### src/hdl/knn_classifier_unit_defines.svh
// Assertion macros for the kNN classifier unit
`ifndef KNN_CLASSIFIER_UNIT_DEFINES_SVH
`define KNN_CLASSIFIER_UNIT_DEFINES_SVH
`ifndef SYNTHESIS
`define KNN_ASSERT_IMPL(label, clk, rst_n, ante, cons) \
    label: assert property (@(posedge clk) disable iff (!rst_n) (ante) |-> (cons)) \
        else $error("assertion failed");
`define KNN_ASSERT_NEXT(label, clk, rst_n, ante, cons) \
    label: assert property (@(posedge clk) disable iff (!rst_n) (ante) |=> (cons)) \
        else $error("assertion failed");
`else
`define KNN_ASSERT_IMPL(label, clk, rst_n, ante, cons)
`define KNN_ASSERT_NEXT(label, clk, rst_n, ante, cons)
`endif
`endif

### src/hdl/knn_pkg.sv
// ----------------------------------------------------------------------------
// knn_pkg
// Shared types and constants of the kNN classifier unit.
// ----------------------------------------------------------------------------
`timescale 1ns / 1ps
package knn_pkg;
    localparam int TRAIN_DEPTH  = 128;
    localparam int K_MAX        = 16;
    localparam int NUM_FEATURES = 4;
    localparam int FEATURE_BITS = 8;
    localparam int NUM_CLASSES  = 3;
    localparam int NUM_LANES    = 4;
    localparam int ROW_BITS     = $clog2(TRAIN_DEPTH);
    localparam int RAM_DEPTH    = TRAIN_DEPTH / NUM_LANES;
    localparam int RAM_ABITS    = $clog2(RAM_DEPTH);
    localparam int LANE_BITS    = $clog2(NUM_LANES);
    localparam int DIST_BITS    = 18;
    localparam int VOTE_BITS    = 5;
    localparam int CLASS_BITS   = 2;
    localparam int TCNT_BITS    = 8;
    localparam int ROW_WORD     = NUM_FEATURES * FEATURE_BITS + CLASS_BITS;
    localparam logic [DIST_BITS-1:0] DIST_MAX = '1;

    localparam logic [1:0] REG_METRIC = 2'd0;
    localparam logic [1:0] REG_KCOUNT = 2'd1;
    localparam logic [1:0] REG_TCOUNT = 2'd2;

    localparam logic FUNC_LOAD  = 1'b0;
    localparam logic FUNC_QUERY = 1'b1;

    typedef struct packed {
        logic                    func;
        logic [6:0]              row_index;
        logic [FEATURE_BITS-1:0] feature_0;
        logic [FEATURE_BITS-1:0] feature_1;
        logic [FEATURE_BITS-1:0] feature_2;
        logic [FEATURE_BITS-1:0] feature_3;
        logic [CLASS_BITS-1:0]   class_label;
    } t_in_item;

    typedef struct packed {
        logic [CLASS_BITS-1:0] predicted_class;
        logic [VOTE_BITS-1:0]  winning_votes;
        logic [DIST_BITS-1:0]  nearest_distance;
    } t_out_item;

    // one lane candidate to the merge stage
    typedef struct packed {
        logic                  valid;
        logic [DIST_BITS-1:0]  cand_dist;
        logic [CLASS_BITS-1:0] label;
    } t_cand;

    typedef enum logic [2:0] {
        ST_IDLE, ST_CLEAR, ST_SCAN, ST_DRAIN, ST_VOTE, ST_OUT
    } t_state;
endpackage

### src/hdl/knn_ram.sv
// ----------------------------------------------------------------------------
// knn_ram
// Generic simple dual-port RAM (one write port, one read port) with registered read.
// ----------------------------------------------------------------------------
`timescale 1ns / 1ps
module knn_ram #(
    parameter int WIDTH = 8,
    parameter int DEPTH = 32
) (
    input  logic                     i_clk,
    input  logic                     i_we,
    input  logic [$clog2(DEPTH)-1:0] i_waddr,
    input  logic [WIDTH-1:0]         i_wdata,
    input  logic [$clog2(DEPTH)-1:0] i_raddr,
    output logic [WIDTH-1:0]         o_rdata
);
    logic [WIDTH-1:0] r_mem [DEPTH];
    logic [WIDTH-1:0] r_rdata;

    // write and registered read
    always_ff @(posedge i_clk) begin
        if (i_we) r_mem[i_waddr] <= i_wdata;
        r_rdata <= r_mem[i_raddr];
    end
    assign o_rdata = r_rdata;
endmodule

### src/hdl/knn_lane.sv
// ----------------------------------------------------------------------------
// knn_lane
// One distance lane: row bank, valid bits and registered distance.
// ----------------------------------------------------------------------------
`timescale 1ns / 1ps
module knn_lane import knn_pkg::*; (
    input  logic                                 i_clk,
    input  logic                                 i_rst_n,
    input  logic                                 i_we,
    input  logic [RAM_ABITS-1:0]                 i_waddr,
    input  logic [ROW_WORD-1:0]                  i_wdata,
    input  logic [RAM_ABITS-1:0]                 i_raddr,
    input  logic                                 i_rd_en,
    input  logic                                 i_in_range,
    input  logic                                 i_metric,
    input  logic [NUM_FEATURES*FEATURE_BITS-1:0] i_query,
    output t_cand                                o_cand
);
    logic [ROW_WORD-1:0]  w_rdata;
    logic [RAM_DEPTH-1:0] r_valid;
    logic                 r_rd_ok;
    t_cand                r_cand;
    logic [DIST_BITS+1:0] w_sum;

    knn_ram #(.WIDTH(ROW_WORD), .DEPTH(RAM_DEPTH)) u_ram (
        .i_clk(i_clk), .i_we(i_we), .i_waddr(i_waddr), .i_wdata(i_wdata),
        .i_raddr(i_raddr), .o_rdata(w_rdata)
    );

    // track written rows and the read qualifier
    always_ff @(posedge i_clk) begin
        if (!i_rst_n) begin
            r_valid <= '0;
            r_rd_ok <= 1'b0;
        end else begin
            if (i_we) r_valid[i_waddr] <= 1'b1;
            r_rd_ok <= i_rd_en && i_in_range && r_valid[i_raddr];
        end
    end

    // sum absolute or squared feature differences
    always_comb begin
        logic [FEATURE_BITS-1:0]   a, b, d;
        logic [2*FEATURE_BITS-1:0] sq;
        w_sum = '0;
        for (int f = 0; f < NUM_FEATURES; f++) begin
            a  = w_rdata[CLASS_BITS + f*FEATURE_BITS +: FEATURE_BITS];
            b  = i_query[f*FEATURE_BITS +: FEATURE_BITS];
            d  = (a > b) ? a - b : b - a;
            sq = d * d;
            w_sum = w_sum + (i_metric ? (DIST_BITS+2)'(d) : (DIST_BITS+2)'(sq));
        end
    end

    // register candidate
    always_ff @(posedge i_clk) begin
        if (!i_rst_n) r_cand.valid <= 1'b0;
        else          r_cand.valid <= r_rd_ok;
        r_cand.cand_dist <= (w_sum > (DIST_BITS+2)'(DIST_MAX)) ? DIST_MAX
                                                               : w_sum[DIST_BITS-1:0];
        r_cand.label <= w_rdata[CLASS_BITS-1:0];
    end
    assign o_cand = r_cand;
endmodule

### config.mk
export PLATFORM = sky130hd
export DESIGN_NAME = knn_lane
export DESIGN_NICKNAME = d
export VERILOG_FILES = /design/src/hdl/knn_classifier_unit_defines.svh /design/src/hdl/knn_pkg.sv /design/src/hdl/knn_ram.sv /design/src/hdl/knn_lane.sv
export SDC_FILE = /design/constraint.sdc
export NUM_CORES = 2
export LEC_CHECK = 0
export BUFFER_PORTS_ARGS = -buffer_cell sky130_fd_sc_hd__buf_2
export CORE_ASPECT_RATIO = 1.5
export CORE_MARGIN = 3
export CORE_UTILIZATION = 36
export DETAILED_ROUTE_END_ITERATION = 10
export PLACE_DENSITY_LB_ADDON = 0.12
export SLEW_MARGIN = 20
export SYNTH_ARGS = -nofsm -noshare
export SYNTH_HDL_FRONTEND = slang
export SYNTH_SLANG_ARGS = --single-unit
### constraint.sdc
create_clock -name i_clk -period 9.3 [get_ports i_clk]
set_clock_uncertainty 0.15 [all_clocks]
set_input_delay 0.465 -clock i_clk [delete_from_list [all_inputs] [get_ports i_clk]]
set_output_delay 0.465 -clock i_clk [all_outputs]
set_load 0.02 [all_outputs]
# Word-level counts from Yosys, hierarchy flattened
# Memory sizes are Yosys's and may differ from the RTL's. A register that Yosys moved wholly into a read port is not among the register bits.
# Index checks and enable logic that the tools add are counted.
dict set report totals {
  ff_bits 54
  mem_bits_rw 1088
  in_bits 82
  output_inout_bits 21
  elab_cells 47
  mem_count 1
}
dict set report classes {
  n_addsub 11
  n_mul 4
  n_lt_le_gt_ge 8
  mux 14
  bitwise 1
  n_reduce_logical 3
}
# name depth word_bits rd rd_ports_with_merged_regs wr line_no
set mem_list {}
lappend mem_list {u_ram.r_mem 32 34 1 1 1 knn_ram.sv:17} ;# logic [WIDTH-1:0] r_mem [DEPTH];
# operator count
set op_table {}
lappend op_table {{8-bit by 8-bit multiplier with 16-bit output} 4}
lappend op_table {{16-bit 2-to-1 mux} 4}
lappend op_table {{8-bit subtractor} 8}
lappend op_table {{8-bit > comparator} 4}
lappend op_table {{8-bit 2-to-1 mux} 4}
lappend op_table {{32-bit OR} 1}
lappend op_table {{18-bit by 16-bit adder with 19-bit output} 1}
lappend op_table {{19-bit by 18-bit > comparator with 1-bit output (second input constant)} 1}
lappend op_table {{17-bit by 16-bit adder with 18-bit output} 1}
lappend op_table {{16-bit by 16-bit adder with 17-bit output} 1}
lappend op_table {{5-bit by 6-bit < comparator with 1-bit output (second input constant)} 2}
lappend op_table {{1-bit binary-select mux with 5-bit select} 1}
lappend op_table {{1-bit demux with 5-bit select} 1}
lappend op_table {{5-bit by 1-bit greater-or-equal comparator with 1-bit output (second input constant)} 1}
lappend op_table {{1-bit 2-to-1 mux} 4}
lappend op_table {{1-bit logical AND} 3}

# Depth between registers and ports, before layout
dict set report logic_depth {
  word_depth 8
  depth_mapped 40
  mapped_depth_nobuf 40
}

# Hierarchy
# From an unflattened synthesis, not the netlist that was laid out.
dict set report unflattened {
  cells_unflattened 3978
  area_unflattened_um2 55982.4
}
# mod instances cells_each area_per_inst_um2 seq_area_each_um2
set modules_own_cells {}
lappend modules_own_cells {knn_ram 1 2399 43106.3 33352.0}
lappend modules_own_cells {knn_lane 1 1579 12876.1 1081.0}

# Worst setup path after synthesis
# OpenSTA, ideal clock, no wires.
dict set report synth_timing {
  path_kind {input to register}
  start {input port i_query[8]}
  end {register r_cand (netlist bit o_cand[18])}
  setup_time_ns 0.123
  arrival_ns 8.697
  required_time_ns 9.027
  slack_ns 0.329
  path_stages 35
  path_buffers 1
  cell_sequence {ha_1 > inv_1 > fa_1 > a21o_1 > a31o_2 > a211oi_2 > nor2_1 > a31oi_1 > a311oi_1 > a211o_1 > buf_4 > or2_2 > fa_1 > fa_1 > inv_1 > fa_1 > inv_1 > fa_1 > inv_1 > ha_1 > or3_1 > and3_1 > fa_1 > inv_1 > fa_1 > inv_1 > ha_1 > a21o_1 > a21o_1 > a21oi_1 > inv_1 > a211o_1 > a21oi_1 > a21oi_1 > xor2_1}
}
dict set report synth_via {
  elab_chain_len 8
  elab_cells_between_ends 10
  cone_classes {5 x add/sub; 1 x mul; 2 x order compare; 2 x mux}
}
# item line_no
set synth_rtl {}
lappend synth_rtl {{start: declaration} knn_lane.sv:16} ;# input logic [NUM_FEATURES*FEATURE_BITS-1:0] i_query,
lappend synth_rtl {{8-bit subtractor or 8-bit > comparator (tied branches)} knn_lane.sv:49} ;# d = (a > b) ? a - b : b - a;
lappend synth_rtl {{8-bit 2-to-1 mux *} knn_lane.sv:49}
lappend synth_rtl {{8-bit by 8-bit multiplier with 16-bit output} knn_lane.sv:50} ;# sq = d * d;
lappend synth_rtl {{16-bit 2-to-1 mux *} knn_lane.sv:51} ;# w_sum = w_sum + (i_metric ? (DIST_BITS+2)'(d) : (DIST_BITS+2)'(sq));
lappend synth_rtl {{16-bit by 16-bit adder with 17-bit output *} knn_lane.sv:51}
lappend synth_rtl {{17-bit by 16-bit adder with 18-bit output *} knn_lane.sv:51}
lappend synth_rtl {{18-bit by 16-bit adder with 19-bit output *} knn_lane.sv:51}
lappend synth_rtl {{19-bit by 18-bit > comparator with 1-bit output} knn_lane.sv:59} ;# r_cand.cand_dist <= (w_sum > (DIST_BITS+2)'(DIST_MAX)) ? DIST_MAX
lappend synth_rtl {{end: declaration} knn_lane.sv:22} ;# t_cand r_cand;
# Mark *: on every way between the ends. The rest lies on a longest branch, timed or not.
# A chain may end at the register's enable or synchronous reset.

# Worst setup path in the final report
dict set report layout_timing {
  start {register u_ram.r_rdata[10] (netlist: u_ram.o_rdata[10]), read port of u_ram.r_mem}
  end {register r_cand (netlist bit o_cand[19])}
}
dict set report layout_via {
  elab_chain_len 8
  elab_cells_between_ends 10
  cone_classes {5 x add/sub; 1 x mul; 2 x order compare; 2 x mux}
}
# item line_no
set layout_rtl {}
lappend layout_rtl {{start: declaration} knn_ram.sv:18} ;# logic [WIDTH-1:0] r_rdata;
lappend layout_rtl {{8-bit subtractor or 8-bit > comparator (tied branches)} knn_lane.sv:49}
lappend layout_rtl {{8-bit 2-to-1 mux *} knn_lane.sv:49}
lappend layout_rtl {{8-bit by 8-bit multiplier with 16-bit output} knn_lane.sv:50}
lappend layout_rtl {{16-bit 2-to-1 mux *} knn_lane.sv:51}
lappend layout_rtl {{16-bit by 16-bit adder with 17-bit output *} knn_lane.sv:51}
lappend layout_rtl {{17-bit by 16-bit adder with 18-bit output *} knn_lane.sv:51}
lappend layout_rtl {{18-bit by 16-bit adder with 19-bit output *} knn_lane.sv:51}
lappend layout_rtl {{19-bit by 18-bit > comparator with 1-bit output} knn_lane.sv:59}
# Marks and branches as above.

==> impl_metrics.json <==
{
  "root_buffer": "clkbuf_16",
  "max_freq_mhz": 113,
  "syn_inst": 3120,
  "slew_violations": 0,
  "reg2reg_to": "o_cand[19]",
  "layout-drive-gt1-share_pct": 24.6,
  "dr_total_vias": 28420,
  "cts_buffers": 114,
  "die_w_um": 324,
  "finalCritPeriodShare_pct": 95.2,
  "die-area_mm2": 0.156,
  "gp_congestion": 0.851,
  "arrival_ps": 9310,
  "hp-class": "in2reg",
  "synth_area_mm2": 0.0545,
  "crit_path_max_incr_delay_ps": 560,
  "num_rows": 174,
  "clk_latency_ps": 730,
  "crit_required_ps": 9760,
  "grt_max_degree": 147,
  "crit_buf_inv": 9,
  "syn_to_final_growth_pct": 13.2,
  "initial_core_util_pct": 36.3,
  "ys.flop_type": "edfxtp_1",
  "async_reset_ff_share_pct": 0,
  "cts-htree-levels": 3,
  "gr-total-overflow": 0,
  "hold_depth": 1,
  "reg2reg_depth": 37,
  "die_y_um": 482,
  "yosysWarnings": 0,
  "drtAntennaViolNets": 0,
  "synth.distinct_cells": 74,
  "ios": 103,
  "multi_input_area_mm2": 0.0187,
  "maxCapViolCount": 0,
  "clockBufferDepth": 3,
  "rsz0062_at_grt": "no",
  "core_mm2": 0.150,
  "drtIter0Drc": 2246,
  "drtPass1Iterations": 5,
  "relSlewSlack_pct": 29.4,
  "crit_path_max_fanout": 6,
  "min-delay-start": "i_wdata[21]",
  "hold_end": "u_ram.r_mem[12][21]",
  "final_cell_mix": "edfxtp_1, mux4_2, inv_1",
  "place_hpwl_um": 83700,
  "crit_type": "reg2reg",
  "synth_nets": 3537,
  "hold_viol_final": 0,
  "grt_pass1_vias": 31199,
  "clkTransAtPathRegs_ps": 70,
  "fin_nets": 3730,
  "yosysTopAreaCellShare_pct": 60.0,
  "final_common_cell": "edfxtp_1",
  "setup_viol": 0,
  "status": "finished clean",
  "fillCellCount": 13365,
  "syn_avg_cell_area_um2": 17.5,
  "port_buffers": 102,
  "track_usage_pct": 18.5,
  "tightest_slew_ps": 1050,
  "r2r_setup_slack_ps": 450,
  "cpMaxStageDelayCell": "fa_1",
  "synth_top_cell_by_area": "edfxtp_1",
  "seq_area_mm2": 0.0344,
  "cpMostUsedCell": "inv_1",
  "yosysSeqAreaShare_pct": 63.2,
  "ys_ff_latch": 1176,
  "ys_top_cells_by_area": "edfxtp_1, mux4_2, fa_1",
  "avgRoutedWirePerCell_um": 26.6,
  "cts_sinks": 1176,
  "synth-edff-count": 1088,
  "totalWireLength_um": 143000,
  "end_kind": "flip-flop",
  "cts_tree": "yes",
  "drc_errors": 0,
  "fin_crit_ps": 8850,
  "antenna_found_initial": 19,
  "via_per_inst": 5.31,
  "grt_pass1_wl_um": 210000,
  "final_util_pct": 41.1,
  "cp_top_family": "adder cells",
  "r2r_start": "u_ram.o_rdata[10]",
  "startpoint_type": "flip-flop"
}
==> how the worst max path moves through the flow <==
stage	from	to	cells past startpoint
2_1_floorplan	i_query[8]	o_cand[18]	35
3_3_place_gp	i_query[16]	o_cand[19]	34
3_5_place_dp	i_query[16]	o_cand[19]	34
4_1_cts	u_ram.o_rdata[10]	o_cand[19]	36
5_1_grt	u_ram.o_rdata[2]	o_cand[19]	38
6_report	u_ram.o_rdata[10]	o_cand[19]	37
==> synthesized netlist by cell type (all sizes together) (4+ instances only) <==
master and number:
a221oi 4, xor2 29, dfxtp 88, nand3b 6, nor3b 7, o211ai 5
clkbuf 86, nor2b 20, a21oi 90, a211o 7, buf 40, or2 25
o31ai 6, and2 4, a21o 51, nand3 12, a31o 6, xnor2 60
nor2 187, nand2b 16, o21a 39, o41ai 6, nand2 37, or3 12
o21bai 13, a211oi 5, nor3 26, mux2 39, fa 140, edfxtp 1088
o21ai 39, a31oi 9, ha 195, nand4 8, inv 306, mux4 350
mux2i 15, and3 4, a311oi 4
==> final cells by class <==
type	count	share of cell area, %
inverters	307	1.87
clock buffers	161	5.06
multi-input cells	1509	30.3
diodes	5	0.0203
flip-flops and latches	1176	55.9
well taps	1936	3.93
repair buffers	205	2.21
clock inverters	52	0.749
==> metrics by stage <==
stage | hold WS, ps | cell area [µm²] | worst slack, ps | setup TNS (ps) | instances
floorplan | 160 | 54500 | 329 | 0 | 3120
global placement | 173 | 57900 | 6.95 | 0 | 5130
detailed placement | 164 | 57900 | -46.0 | -94.8 | 5130
CTS | 6.31 | 61500 | 179 | 0 | 5345
global route | 74.6 | 61600 | 9.52 | 0 | 5349
finish | 69.9 | 61600 | 451 | 0 | 5351
==> what timing repair did <==
| item | in CTS | in global routing |
|---|---|---|
| gates resized for setup | 0 | 22 |
| endpoints found under the hold margin | 1 | 0 |
| setup buffers | 0 | 1 |
| hold buffers | 2 | 0 |
| setup endpoints to repair | 0 | 5 |
==> worst reg2reg max path, delay by kind of cell (launching register included) <==
kind / cells / cell delay (ps)
AOI/OAI and AO/OA: 11 / 2150
muxes: 1 / 330
DFF: 1 / 310
xor gates and xnor gates: 1 / 240
buffers and inverters: 9 / 590
and+or+nand+nor: 5 / 800
adders and majority gates: 10 / 4200
==> layer usage <==
metal  global-route usage (%)  vias up  wire (µm)
li1                         -    12364          -
met1                     21.8    15270      55000
met2                     34.7      578      77900
met3                     2.40      198       5390
met4                     6.16       10       4270
met5                        0        -         69
==> cell families (layout without fill, tap and decap cells) <==
| logic type | Yosys count | in the layout | synth area share (%) |
|---|---|---|---|
| AND/OR/NAND/NOR | 376 | 376 | 3.28 |
| adder cells (fa/ha/maj) | 335 | 335 | 9.63 |
| multiplexers | 404 | 404 | 15.6 |
| flip-flops | 1176 | 1176 | 63.2 |
| AO/OA/AOI/OAI | 305 | 305 | 3.75 |
| other | 0 | 5 | 0 |
| XOR/XNOR | 89 | 89 | 1.45 |
| buffers and inverters | 435 | 725 | 3.09 |
==> flip-flops by register name, indices dropped and copies added (netlist names) <==
name / count
r_valid: 32
u_ram.o_rdata: 34
o_cand: 21
u_ram.r_mem: 1088
r_rd_ok: 1
Power is left out: the tool's default activity adds up to more than one toggle a clock period on the data nets, which glitch-free logic cannot reach.
