<file path="src/hdl/knn_classifier_unit_defines.svh">
// Assertion macros for the kNN classifier unit
`ifndef KNN_CLASSIFIER_UNIT_DEFINES_SVH
`define KNN_CLASSIFIER_UNIT_DEFINES_SVH
`ifndef SYNTHESIS
`define KNN_ASSERT_IMPL(label, clk, rst_n, ante, cons) \
    label: assert property (@(posedge clk) disable iff (!rst_n) (ante) |-> (cons)) \
        else $error("assertion failed");
`define KNN_ASSERT_NEXT(label, clk, rst_n, ante, cons) \
    label: assert property (@(posedge clk) disable iff (!rst_n) (ante) |=> (cons)) \
        else $error("assertion failed");
`else
`define KNN_ASSERT_IMPL(label, clk, rst_n, ante, cons)
`define KNN_ASSERT_NEXT(label, clk, rst_n, ante, cons)
`endif
`endif

</file>
<file path="src/hdl/knn_pkg.sv">
// ----------------------------------------------------------------------------
// knn_pkg
// Shared types and constants of the kNN classifier unit.
// ----------------------------------------------------------------------------
`timescale 1ns / 1ps
package knn_pkg;
    localparam int TRAIN_DEPTH  = 128;
    localparam int K_MAX        = 16;
    localparam int NUM_FEATURES = 4;
    localparam int FEATURE_BITS = 8;
    localparam int NUM_CLASSES  = 3;
    localparam int NUM_LANES    = 4;
    localparam int ROW_BITS     = $clog2(TRAIN_DEPTH);
    localparam int RAM_DEPTH    = TRAIN_DEPTH / NUM_LANES;
    localparam int RAM_ABITS    = $clog2(RAM_DEPTH);
    localparam int LANE_BITS    = $clog2(NUM_LANES);
    localparam int DIST_BITS    = 18;
    localparam int VOTE_BITS    = 5;
    localparam int CLASS_BITS   = 2;
    localparam int TCNT_BITS    = 8;
    localparam int ROW_WORD     = NUM_FEATURES * FEATURE_BITS + CLASS_BITS;
    localparam logic [DIST_BITS-1:0] DIST_MAX = '1;

    localparam logic [1:0] REG_METRIC = 2'd0;
    localparam logic [1:0] REG_KCOUNT = 2'd1;
    localparam logic [1:0] REG_TCOUNT = 2'd2;

    localparam logic FUNC_LOAD  = 1'b0;
    localparam logic FUNC_QUERY = 1'b1;

    typedef struct packed {
        logic                    func;
        logic [6:0]              row_index;
        logic [FEATURE_BITS-1:0] feature_0;
        logic [FEATURE_BITS-1:0] feature_1;
        logic [FEATURE_BITS-1:0] feature_2;
        logic [FEATURE_BITS-1:0] feature_3;
        logic [CLASS_BITS-1:0]   class_label;
    } t_in_item;

    typedef struct packed {
        logic [CLASS_BITS-1:0] predicted_class;
        logic [VOTE_BITS-1:0]  winning_votes;
        logic [DIST_BITS-1:0]  nearest_distance;
    } t_out_item;

    // one lane candidate to the merge stage
    typedef struct packed {
        logic                  valid;
        logic [DIST_BITS-1:0]  cand_dist;
        logic [CLASS_BITS-1:0] label;
    } t_cand;

    typedef enum logic [2:0] {
        ST_IDLE, ST_CLEAR, ST_SCAN, ST_DRAIN, ST_VOTE, ST_OUT
    } t_state;
endpackage

</file>
<file path="src/hdl/knn_merge.sv">
// ----------------------------------------------------------------------------
// knn_merge
// Insertion list of the k best; takes lane candidates one per cycle.
// ----------------------------------------------------------------------------
`timescale 1ns / 1ps
module knn_merge import knn_pkg::*; (
    input  logic                  i_clk,
    input  logic                  i_rst_n,
    input  logic                  i_clear,
    input  logic [VOTE_BITS-1:0]  i_k,
    input  t_cand                 i_cand,
    output logic [VOTE_BITS-1:0]  o_filled,
    output logic [DIST_BITS-1:0]  o_best_dist,
    output logic [CLASS_BITS-1:0] o_labels [K_MAX]
);
    logic [DIST_BITS-1:0]  r_dist [K_MAX];
    logic [CLASS_BITS-1:0] r_lab  [K_MAX];
    logic [VOTE_BITS-1:0]  r_filled;
    logic [K_MAX-1:0]      w_after;

    // slot i keeps its entry when its distance does not exceed the candidate
    always_comb begin
        for (int i = 0; i < K_MAX; i++)
            w_after[i] = (VOTE_BITS'(i) < r_filled) && (r_dist[i] <= i_cand.cand_dist);
    end

    // shift-insert, dropping anything at or beyond k
    always_ff @(posedge i_clk) begin
        if (!i_rst_n || i_clear) begin
            r_filled <= '0;
        end else if (i_cand.valid) begin
            for (int i = 0; i < K_MAX; i++) begin
                if (!w_after[i] && VOTE_BITS'(i) < i_k) begin
                    if (i == 0 || w_after[(i == 0) ? 0 : i-1]) begin
                        r_dist[i] <= i_cand.cand_dist;
                        r_lab[i]  <= i_cand.label;
                    end else begin
                        r_dist[i] <= r_dist[(i == 0) ? 0 : i-1];
                        r_lab[i]  <= r_lab[(i == 0) ? 0 : i-1];
                    end
                end
            end
            if (r_filled < i_k && !(VOTE_BITS'($countones(w_after)) >= i_k))
                r_filled <= r_filled + 1'b1;
        end
    end

    assign o_filled    = r_filled;
    assign o_best_dist = r_dist[0];
    assign o_labels    = r_lab;
endmodule

</file>
<file path="config.mk">
export PLATFORM = sky130hd
export DESIGN_NAME = knn_merge
export DESIGN_NICKNAME = d
export VERILOG_FILES = /design/src/hdl/knn_classifier_unit_defines.svh /design/src/hdl/knn_pkg.sv /design/src/hdl/knn_merge.sv
export SDC_FILE = /design/constraint.sdc
export NUM_CORES = 1
export LEC_CHECK = 0
export ABC_AREA = 1
export BUFFER_PORTS_ARGS = -buffer_cell sky130_fd_sc_hd__buf_2
export CAP_MARGIN = 30
export CORE_MARGIN = 2
export CORE_UTILIZATION = 58
export DETAILED_ROUTE_END_ITERATION = 10
export PLACE_DENSITY = 0.85
export SLEW_MARGIN = 20
export SYNTH_ARGS = -nofsm -noshare
export SYNTH_HDL_FRONTEND = slang
export SYNTH_SLANG_ARGS = --single-unit
</file>
<file path="constraint.sdc">
create_clock -name i_clk -period 6.8 [get_ports i_clk]
set_input_delay 0.34 -clock i_clk [delete_from_list [all_inputs] [get_ports i_clk]]
set_output_delay 0.34 -clock i_clk [all_outputs]
set_load 0.005 [all_outputs]
</file>
Word level (Yosys, flattened, before mapping)

Memory sizes are Yosys's and may differ from the RTL's.
Index checks and enable logic that the tools add are counted.

Flip-flop bits (word level): 37
Bits in writable memories: 288
Input port bits: 29
Output and inout port bits: 55
Logic and storage cells: 353
Memories: 1

Memories:

| name   | words | width | rd ports | clocked after Yosys merged registers in | wr ports | line            | RTL |
|---|---|---|---|---|---|---|---|
| r_dist | 16    | 18    | 16       | 0                                       | 16       | knn_merge.sv:16 | `logic [DIST_BITS-1:0] r_dist [K_MAX];` |

$add $sub $neg: 16
Order comparisons: 50
Mux-type cells: 184
Bitwise operators: 16
Reduce and logical (&&, ||, !) cells: 69

Operator list:

| kind                                                                 | number |
|---|---|
| 18-bit <= comparator                                                 | 16 |
| 18-bit two-way mux                                                   | 15 |
| 1-bit two-way mux                                                    | 154 |
| 4-bit by 5-bit < comparator with 1-bit output (first input constant) | 16 |
| 3-bit AND reduction                                                  | 16 |
| 3-bit by 5-bit < comparator with 1-bit output (first input constant) | 8 |
| 1-bit logical AND                                                    | 33 |
| 2-bit two-way mux                                                    | 15 |
| 1-bit by 5-bit < comparator with 1-bit output (first input constant) | 4 |
| 2-bit by 5-bit < comparator with 1-bit output (first input constant) | 4 |
| 1-bit zero test                                                      | 18 |
| 1-bit by 1-bit adder with 2-bit output                               | 8 |
| 1-bit bitwise OR                                                     | 15 |
| 2-bit by 2-bit adder with 3-bit output                               | 4 |
| 3-bit by 3-bit adder with 4-bit output                               | 2 |
| 4-bit by 4-bit adder with 5-bit output                               | 1 |
| 5-bit by 1-bit adder with 5-bit output (second input constant)       | 1 |
| 5-bit >= comparator                                                  | 1 |
| 5-bit < comparator                                                   | 1 |
| 2-bit AND reduction                                                  | 1 |
| 1-bit logical OR                                                     | 1 |
| 1-bit NOT                                                            | 1 |

Logic depth before layout (Yosys ltp)

Gate-level depths: netlist (run 1).

Depth in word-level cells: 10
Depth in mapped cells: 36
Depth with buffers taken out: 33

Worst setup path after synthesis (run 1)

Ideal clock, no wire load.

Path kind: input to register
Start point: in i_cand[19] (netlist bit)
End point: reg r_filled[0], in the netlist o_filled[0]
Library setup time: 0.115 ns
Arrival: 6.457 ns
Required time: 6.685 ns
Slack: 0.228 ns
Stages: 30
Buffers on the path: 3
Path through: clkbuf_1 > clkbuf_1 > inv_1 > ha_1 > nand2_1 > nor2_1 > nand2_1 > nor2_1 > o21ai_1 > nand3_1 > nand2_1 > nand2_2 > buf_2 > inv_1 > fa_1 > inv_1 > fa_1 > fa_1 > fa_1 > inv_1 > ha_1 > fa_1 > xor2_1 > ha_1 > a21oi_1 > o21ai_0 > a211oi_1 > nand3_1 > nor2_1 > nor2_1

Word-level cells in the longest chain between the ends: 10
Elaborated cells on any way between the ends: 51
Classes of those cells: add/sub: 15; order compare: 17; reduce/logical: 19

Ends and longest elaborated chain:

| what                                                             | line            | RTL |
|---|---|---|
| from (decl)                                                      | knn_merge.sv:11 | `input t_cand i_cand,` |
| 18-bit <= comparator                                             | knn_merge.sv:24 | `w_after[i] = (VOTE_BITS'(i) < r_filled) && (r_dist[i] <= i_cand.cand_dist);` |
| 1-bit logical AND                                                | knn_merge.sv:24 |  |
| 1-bit by 1-bit adder with 2-bit output (implied by the code)     | knn_merge.sv:43 | `if (r_filled < i_k && !(VOTE_BITS'($countones(w_after)) >= i_k))` |
| 2-bit by 2-bit adder with 3-bit output (implied by the code)     | knn_merge.sv:43 |  |
| 3-bit by 3-bit adder with 4-bit output (implied by the code)     | knn_merge.sv:43 |  |
| 4-bit by 4-bit adder with 5-bit output (implied by the code) (*) | knn_merge.sv:43 |  |
| 5-bit >= comparator (*)                                          | knn_merge.sv:43 |  |
| 1-bit zero test (*)                                              | knn_merge.sv:43 |  |
| 1-bit logical AND (*)                                            | knn_merge.sv:43 |  |
| 2-bit AND reduction (no source line) (*)                         | -               |  |
| to (signal assigned)                                             | knn_merge.sv:44 | `r_filled <= r_filled + 1'b1;` |
| to (decl)                                                        | knn_merge.sv:18 | `logic [VOTE_BITS-1:0] r_filled;` |

Every way passes the cells marked *; elsewhere a longest branch is shown, timed or not.
A chain may end at the register's enable or synchronous reset.

Worst setup path after layout (run 1)

Start point: in i_cand[18] (netlist bit)
End point: reg r_filled[1], in the netlist o_filled[1]

Same word-level chain as after synthesis.

==> impl_results.md, run 1 <==
- Worst hold margin: 0.08805 ns
- Layout cells sized above 1: 9.949%
- CP Class: input port to flop
- Number of I/O port buffers: 83
- GRT Residual Overflow: 0
- Actual slew at the worst max-slew pin: 1.044 ns
- CTS tree: built
- Final RePlAce weighted congestion: 0.9537
- Synth Warn #: 0
- Routed len/inst: 21.94 um
- Post-DP HPWL: 49300 um
- Family with the most delay on the worst path: adder cells
- Peak supply drop: 0.1684 mV
- Via count: 20650
- Filler cells: 3153
- Initial antenna violation count: 4
- Status: finished clean
- Max incr delay on CP: 0.70 ns
- R2r setup slk: 0.43 ns
- RSZ-0062 raised after global routing: false
- Post_cts resized: 0
- Yosys top cell area share: 41.64%
- First-pass GRT wire length: 109000 um
- Yosys reg bits: 325
- Worst skew pair latency: 0.55 ns
- Final hold vios: 0
- Rows: 73
- Total GRT Usage: 34.60%
- 1st-iter DRT viols: 2360
- Synthesized area: 23080 sq um
- Worst path bufs/invs: 5
- Max Cap Viol: 0
- DRC Markers: 0
- Fin crit share: 94.19%
- Area contributors post-synth: edfxtp_1, ha_1, nand2_1
- Drt pass-1 iters: 8
- Worst path arrival time: 6.85 ns
- Die Ht: 203.5 um
- Vias in the first global route: 19780
- Number of distinct library cells after synthesis: 37
- CTS Root Cell: clkbuf_16
- Die W: 203.5 um
- Setup crit end kind: flop
- Antenna Nets Post-Route: 0
- Synth area leader: edfxtp_1
- Area post-placement: 24020 sq um
- Sink Count: 325
- Starting density of the core: 58.48%
- Setup_tns: 0 ns
- Worst path required time: 7.25 ns
- Final Critical Period: 6.405 ns
- Total wire length: 71800 um
- CP dominant cell by count: fa_1
- DR vias/cell: 6.310
- IO Pins: 84
- Clock Skew: 0.01095 ns
- Area Overhead vs Synth: 9.033%
- CTS Buf Count: 37
- Pleak: 11.92 nW
- Peak Freq: 156.1 MHz
- Core footprint: 39460 sq um
- Clock Path Buffers: 3
- Nets: 3061
- Crit path max fanout: 14
- Final worst slack: 0.3950 ns
- Largest net degree at the start of global routing: 44
- Hold/Removal Path Class: input port to flop
- Sequential element share of the synthesized area: 42.08%
- H-tree depth: 2
- Syn_nets: 3011
- Crit-path slowest cell: inv_1
- Final Cell Area: 25160 sq um
- Cells after Synth: 2669
- Final setup fails: 0
- Pre-CTS WS: 0.06668 ns
- Worst slew margin: 30.36%
- Max-slew violations: 0
- Die area: 41400 sq um
- Avg Cell Area, Syn: 8.646 sq um
- Pwr dens: 195.7 nW/um^2
- Worst setup SP type: input port
- Worst-path clk slew: 0.06 ns
cells by family after synthesis:
group | share of synthesized area, %
xor+xnor | 0.1898
buf+inv | 6.723
flops | 42.08
simple gates | 28.40
compound gates | 5.319
fa+ha+maj | 17.30
metrics by stage:
| step | util (%) | instances | total power (W) |
|---|---|---|---|
| 2_1_floorplan | - | 2669 | 0.002783 |
| 3_3_place_gp | 60.81 | 3202 | 0.002986 |
| 3_5_place_dp | 60.88 | 3203 | 0.003032 |
| 4_1_cts | 63.74 | 3269 | 0.004900 |
| 5_1_grt | 63.74 | 3269 | 0.005058 |
| 6_report | 63.77 | 3273 | 0.004923 |
timing repair:
action	in CTS	in global routing
setup buffers	0	0
hold buffers	2	0
hold endpoints to repair	2	0
worst register-to-register path: stages (launching register included):
cell	delay (ns)
edfxtp_1	0.43
ha_1	0.33
nand2_1	0.08
nor2_1	0.35
nand3_1	0.14
nand3_1	0.12
nand2_1	0.05
nand2_1	0.06
nand2_1	0.07
nand2_2	0.06
inv_1	0.07
fa_1	0.51
inv_1	0.07
fa_1	0.53
fa_1	0.44
fa_1	0.49
inv_1	0.05
ha_1	0.22
fa_1	0.41
nand2_1	0.08
a21boi_0	0.09
ha_1	0.33
a21oi_1	0.16
o21ai_0	0.11
a211oi_1	0.44
nand3_1	0.34
nor2_1	0.18
nor2_1	0.06
layout make-up:
cell class | instances | area, sq um | share of cell area (%)
Tap cell | 525 | 656.9 | 2.611
Multi-Input combinational cell | 1994 | 11820 | 46.99
Sequential cell | 325 | 9709 | 38.59
Timing Repair Buffer | 168 | 1129 | 4.486
Inverter | 193 | 724.4 | 2.879
Clock inverter | 16 | 111.4 | 0.4426
Clock buffer | 48 | 997.2 | 3.963
Antenna cell | 4 | 10.01 | 0.03978
per-layer routing:
metal  routed length (um)  vias up  track usage (%)
met3                 8459      345            8.805
met4                 5022        2            20.86
li1                     -     9355                -
met1                26370     9600            42.61
met5                   15        -                0
met2                31940     1351            54.97
sequential cells by signal, summed over array words and instances, names as in the netlist:
register and cells:
r_dist 288, o_labels 32, o_filled 5
power breakdown:
part	total [W]	internal, W	switching (W)
sequential	0.00232	0.00228	0.0000404
clock	0.00191	0.00107	0.000834
combinational	0.000701	0.000231	0.000471
total	0.00492	0.00358	0.00135
cells in the final DEF, fill, tap and decap left out, drive strengths merged, types with 2 or more instances in the layout:
master / instances
o21bai: 8
buf: 166
clkinvlp: 3
a21boi: 17
ha: 303
nor2: 142
o21ai: 64
a21o: 17
clkinv: 12
nand3: 60
edfxtp: 320
and3: 4
nand4: 292
dlygate4sd3: 2
nor3: 12
fa: 10
xor2: 5
o31ai: 4
dfxtp: 5
inv: 193
diode: 4
nand2: 947
a21oi: 105
clkbuf: 48
path summary, 6_finish.rpt:
kind,cells after the start,endpoint,startpoint
min,4,o_filled[0],i_clear
max reg2reg,27,o_filled[1],r_dist[0][23]
min reg2reg,2,o_labels[4],o_labels[6]
max,29,o_filled[1],i_cand[18]
cell usage after synthesis (all sizes together):
library cell,count
a21boi,17
a21o,17
nand4,292
nor3,12
or2,1
a211oi,1
and2,1
inv,193
o21bai,8
clkbuf,48
dfxtp,5
a21oi,105
nor2,142
edfxtp,320
a31oi,1
and3,4
fa,10
ha,303
o21ai,64
nand3,60
buf,109
nand2,947
o31ai,4
xor2,5
Note: power is estimated with default switching activity, not from simulation.
==> inputs of run 2 (changes only) <==
--- a/config.mk
+++ b/config.mk
@@ -8,10 +8,11 @@
 export ABC_AREA = 1
 export BUFFER_PORTS_ARGS = -buffer_cell sky130_fd_sc_hd__buf_2
 export CAP_MARGIN = 30
-export CORE_MARGIN = 2
+export CORE_MARGIN = 1.5
 export CORE_UTILIZATION = 58
 export DETAILED_ROUTE_END_ITERATION = 10
 export PLACE_DENSITY = 0.85
+export REMOVE_ABC_BUFFERS = 1
 export SLEW_MARGIN = 20
 export SYNTH_ARGS = -nofsm -noshare
 export SYNTH_HDL_FRONTEND = slang
==> impl_results.md, run 2 (synthesis gave the netlist of run 1 again) <==
- Peak supply drop: 0.1698 mV (was 0.1684 mV)
- Largest net degree at the start of global routing: 44 (unchanged)
- GRT Residual Overflow: 0 (unchanged)
- Pwr dens: 200.1 nW/um^2 (was 195.7 nW/um^2)
- WL met1: 25640 um (was 26370 um)
- Nets: 3061 (unchanged)
- Die Ht: 202.5 um (was 203.5 um)
- Peak Freq: 155.2 MHz (was 156.1 MHz)
- Sink Count: 325 (unchanged)
- Post-DP HPWL: 48210 um (was 49300 um)
- Final Critical Period: 6.445 ns (was 6.405 ns)
- Crit-path slowest cell: inv_1 (unchanged)
- R2r setup slk: 0.50 ns (was 0.43 ns)
- RSZ-0062 raised after global routing: false (unchanged)
- Core footprint: 38920 sq um (was 39460 sq um)
- Clock Path Buffers: 3 (unchanged)
- Total wire length: 69260 um (was 71800 um)
- Die area: 40990 sq um (was 41400 sq um)
- Fin crit share: 94.78% (was 94.19%)
- Final Cell Area: 25200 sq um (was 25160 sq um)
- Fin cells: 3263 (was 3273)
- DRC Markers: 0 (unchanged)
- H-tree depth: 2 (unchanged)
- Worst path arrival time: 6.88 ns (was 6.85 ns)
- IO Pins: 84 (unchanged)
- 1st-iter DRT viols: 2349 (was 2360)
- DR vias/cell: 6.248 (was 6.310)
- CP dominant cell by count: fa_1 (unchanged)
- Placed cell count: 3195 (was 3203)
- Met2 wire length: 32960 um (was 31940 um)
- Pleak: 11.96 nW (was 11.92 nW)
- Crit path max fanout: 13 (was 14)
- Via count: 20390 (was 20650)
- CTS Buf Count: 38 (was 37)
- Final RePlAce weighted congestion: 0.9118 (was 0.9537)
- Area post-placement: 23990 sq um (was 24020 sq um)
- Max Cap Viol: 0 (unchanged)
- Total power of the final layout: 0.005043 W (was 0.004923 W)
- Biggest register: r_dist (unchanged)
- CP Class: input port to flop (unchanged)
- Setup crit end kind: flop (unchanged)
- Worst path bufs/invs: 6 (was 5)
- Final hold vios: 0 (unchanged)
- Final core occ: 64.76% (was 63.77%)
- Worst skew pair latency: 0.57 ns (was 0.55 ns)
- Top sig layer: met4 (was met5)
- Worst-path clk slew: 0.06 ns (about the same)
- Most common cell after layout, fill and taps aside: nand2_1 (unchanged)
- Max reg flops: 288 (unchanged)
- Final setup fails: 0 (unchanged)
- Post-CTS Repair Setup Buffers: 0 (unchanged)
- Rows: 72 (was 73)
- Worst setup SP type: input port (unchanged)
- Starting density of the core: 59.29% (was 58.48%)
- Max incr delay on CP: 0.67 ns (was 0.70 ns)
- Family with the most delay on the worst path: adder cells (unchanged)
- Worst path required time: 7.23 ns (was 7.25 ns)
- Hold/Removal Path Class: input port to flop (unchanged)
- Initial antenna violation count: 0 (was 4)
- Drt pass-1 iters: 8 (unchanged)
- Antenna Nets Post-Route: 0 (unchanged)
- Die W: 202.5 um (was 203.5 um)
- Layout cells sized above 1: 9.876% (was 9.949%)
- Leading cell types in the layout, fill and taps excluded: nand2_1, edfxtp_1, ha_1 (unchanged)
- Clock Skew: 0.02669 ns (was 0.01095 ns)
- First-pass GRT wire length: 107000 um (was 109000 um)
- Worst slew margin: 30.70% (was 30.36%)
- Filler cells: 3087 (was 3153)
- Vias in the first global route: 19980 (was 19780)
- CTS Root Cell: clkbuf_16 (unchanged)
- CTS tree: built (unchanged)
- Area Overhead vs Synth: 9.223% (was 9.033%)
- Max-slew violations: 0 (unchanged)
- Actual slew at the worst max-slew pin: 1.038 ns (was 1.044 ns)
- Number of I/O port buffers: 83 (unchanged)
- Total GRT Usage: 33.69% (was 34.60%)
- Routed len/inst: 21.22 um (was 21.94 um)
- Status: finished clean (unchanged)
- Wire length on met3: 6462 um (was 8459 um)
[run 2: final timing paths]
| kind | startpoint | endpoint | cells past startpoint |
|---|---|---|---|
| worst max-delay path | i_cand[18] | o_filled[1] | 27 |
| worst max register to register | r_dist[0][70] | o_filled[1] | 27 |
| worst min register to register | o_labels[16] | o_labels[14] | 2 |
| worst min-delay path | i_clear | o_filled[0] | 4 |
[run 2: per-layer routing]
metal	vias up	global-route usage (%)
li1	9344	-
met1	9524	41.49
met2	1219	56.38
met3	301	5.698
met4	0	18.70
met5	-	0
[run 2: metrics by stage]
stage                     hold WS, ns  setup TNS, ns  setup slack (ns)
after global placement         0.5313              0            0.2390
final                         0.07527              0            0.3549
after CTS                     0.06789              0            0.4644
after detailed placement       0.5354       -0.04010          -0.02898
after floorplan                0.4389              0            0.5756
after global routing           0.1078              0           0.02514
[run 2: power by group]
group / switching [W] / internal, W
clock network: 0.000844 / 0.00120
registers: 0.0000377 / 0.00228
logic: 0.000459 / 0.000228
total: 0.00134 / 0.00370
[run 2: layout make-up]
cell class	instances	area [sq um]	share of cell area, %
flip-flops and latches	325	9709	38.52
clock buffers	47	1006	3.991
clock inverters	18	186.4	0.7397
inverters	193	724.4	2.874
well taps	518	648.1	2.571
diodes	1	2.502	0.009929
repair buffers	167	1104	4.378
multi-input cells	1994	11820	46.91
[run 2: worst register-to-register path, cell delays in order (launching register included)]
cell and delay (ns):
edfxtp_1 0.42, ha_1 0.31, nand2_1 0.07, nor2_1 0.17, nand2_1 0.09, nor2_1 0.17, o21ai_1 0.10, nand3_1 0.09
nand2_1 0.07, nand2_2 0.06, inv_1 0.07, fa_1 0.57, inv_1 0.07, fa_1 0.55, fa_1 0.47, fa_1 0.51
inv_1 0.05, ha_1 0.22, fa_1 0.41, nand2_1 0.09, a21boi_0 0.10, ha_1 0.32, a21oi_1 0.15, o21ai_0 0.10
a211oi_1 0.41, nand3_1 0.32, nor2_1 0.18, nor2_1 0.06
[run 2: repair_timing]
item,CTS,global route
endpoints found under the hold margin,2,0
resized for setup,0,0
hold buffers,2,0
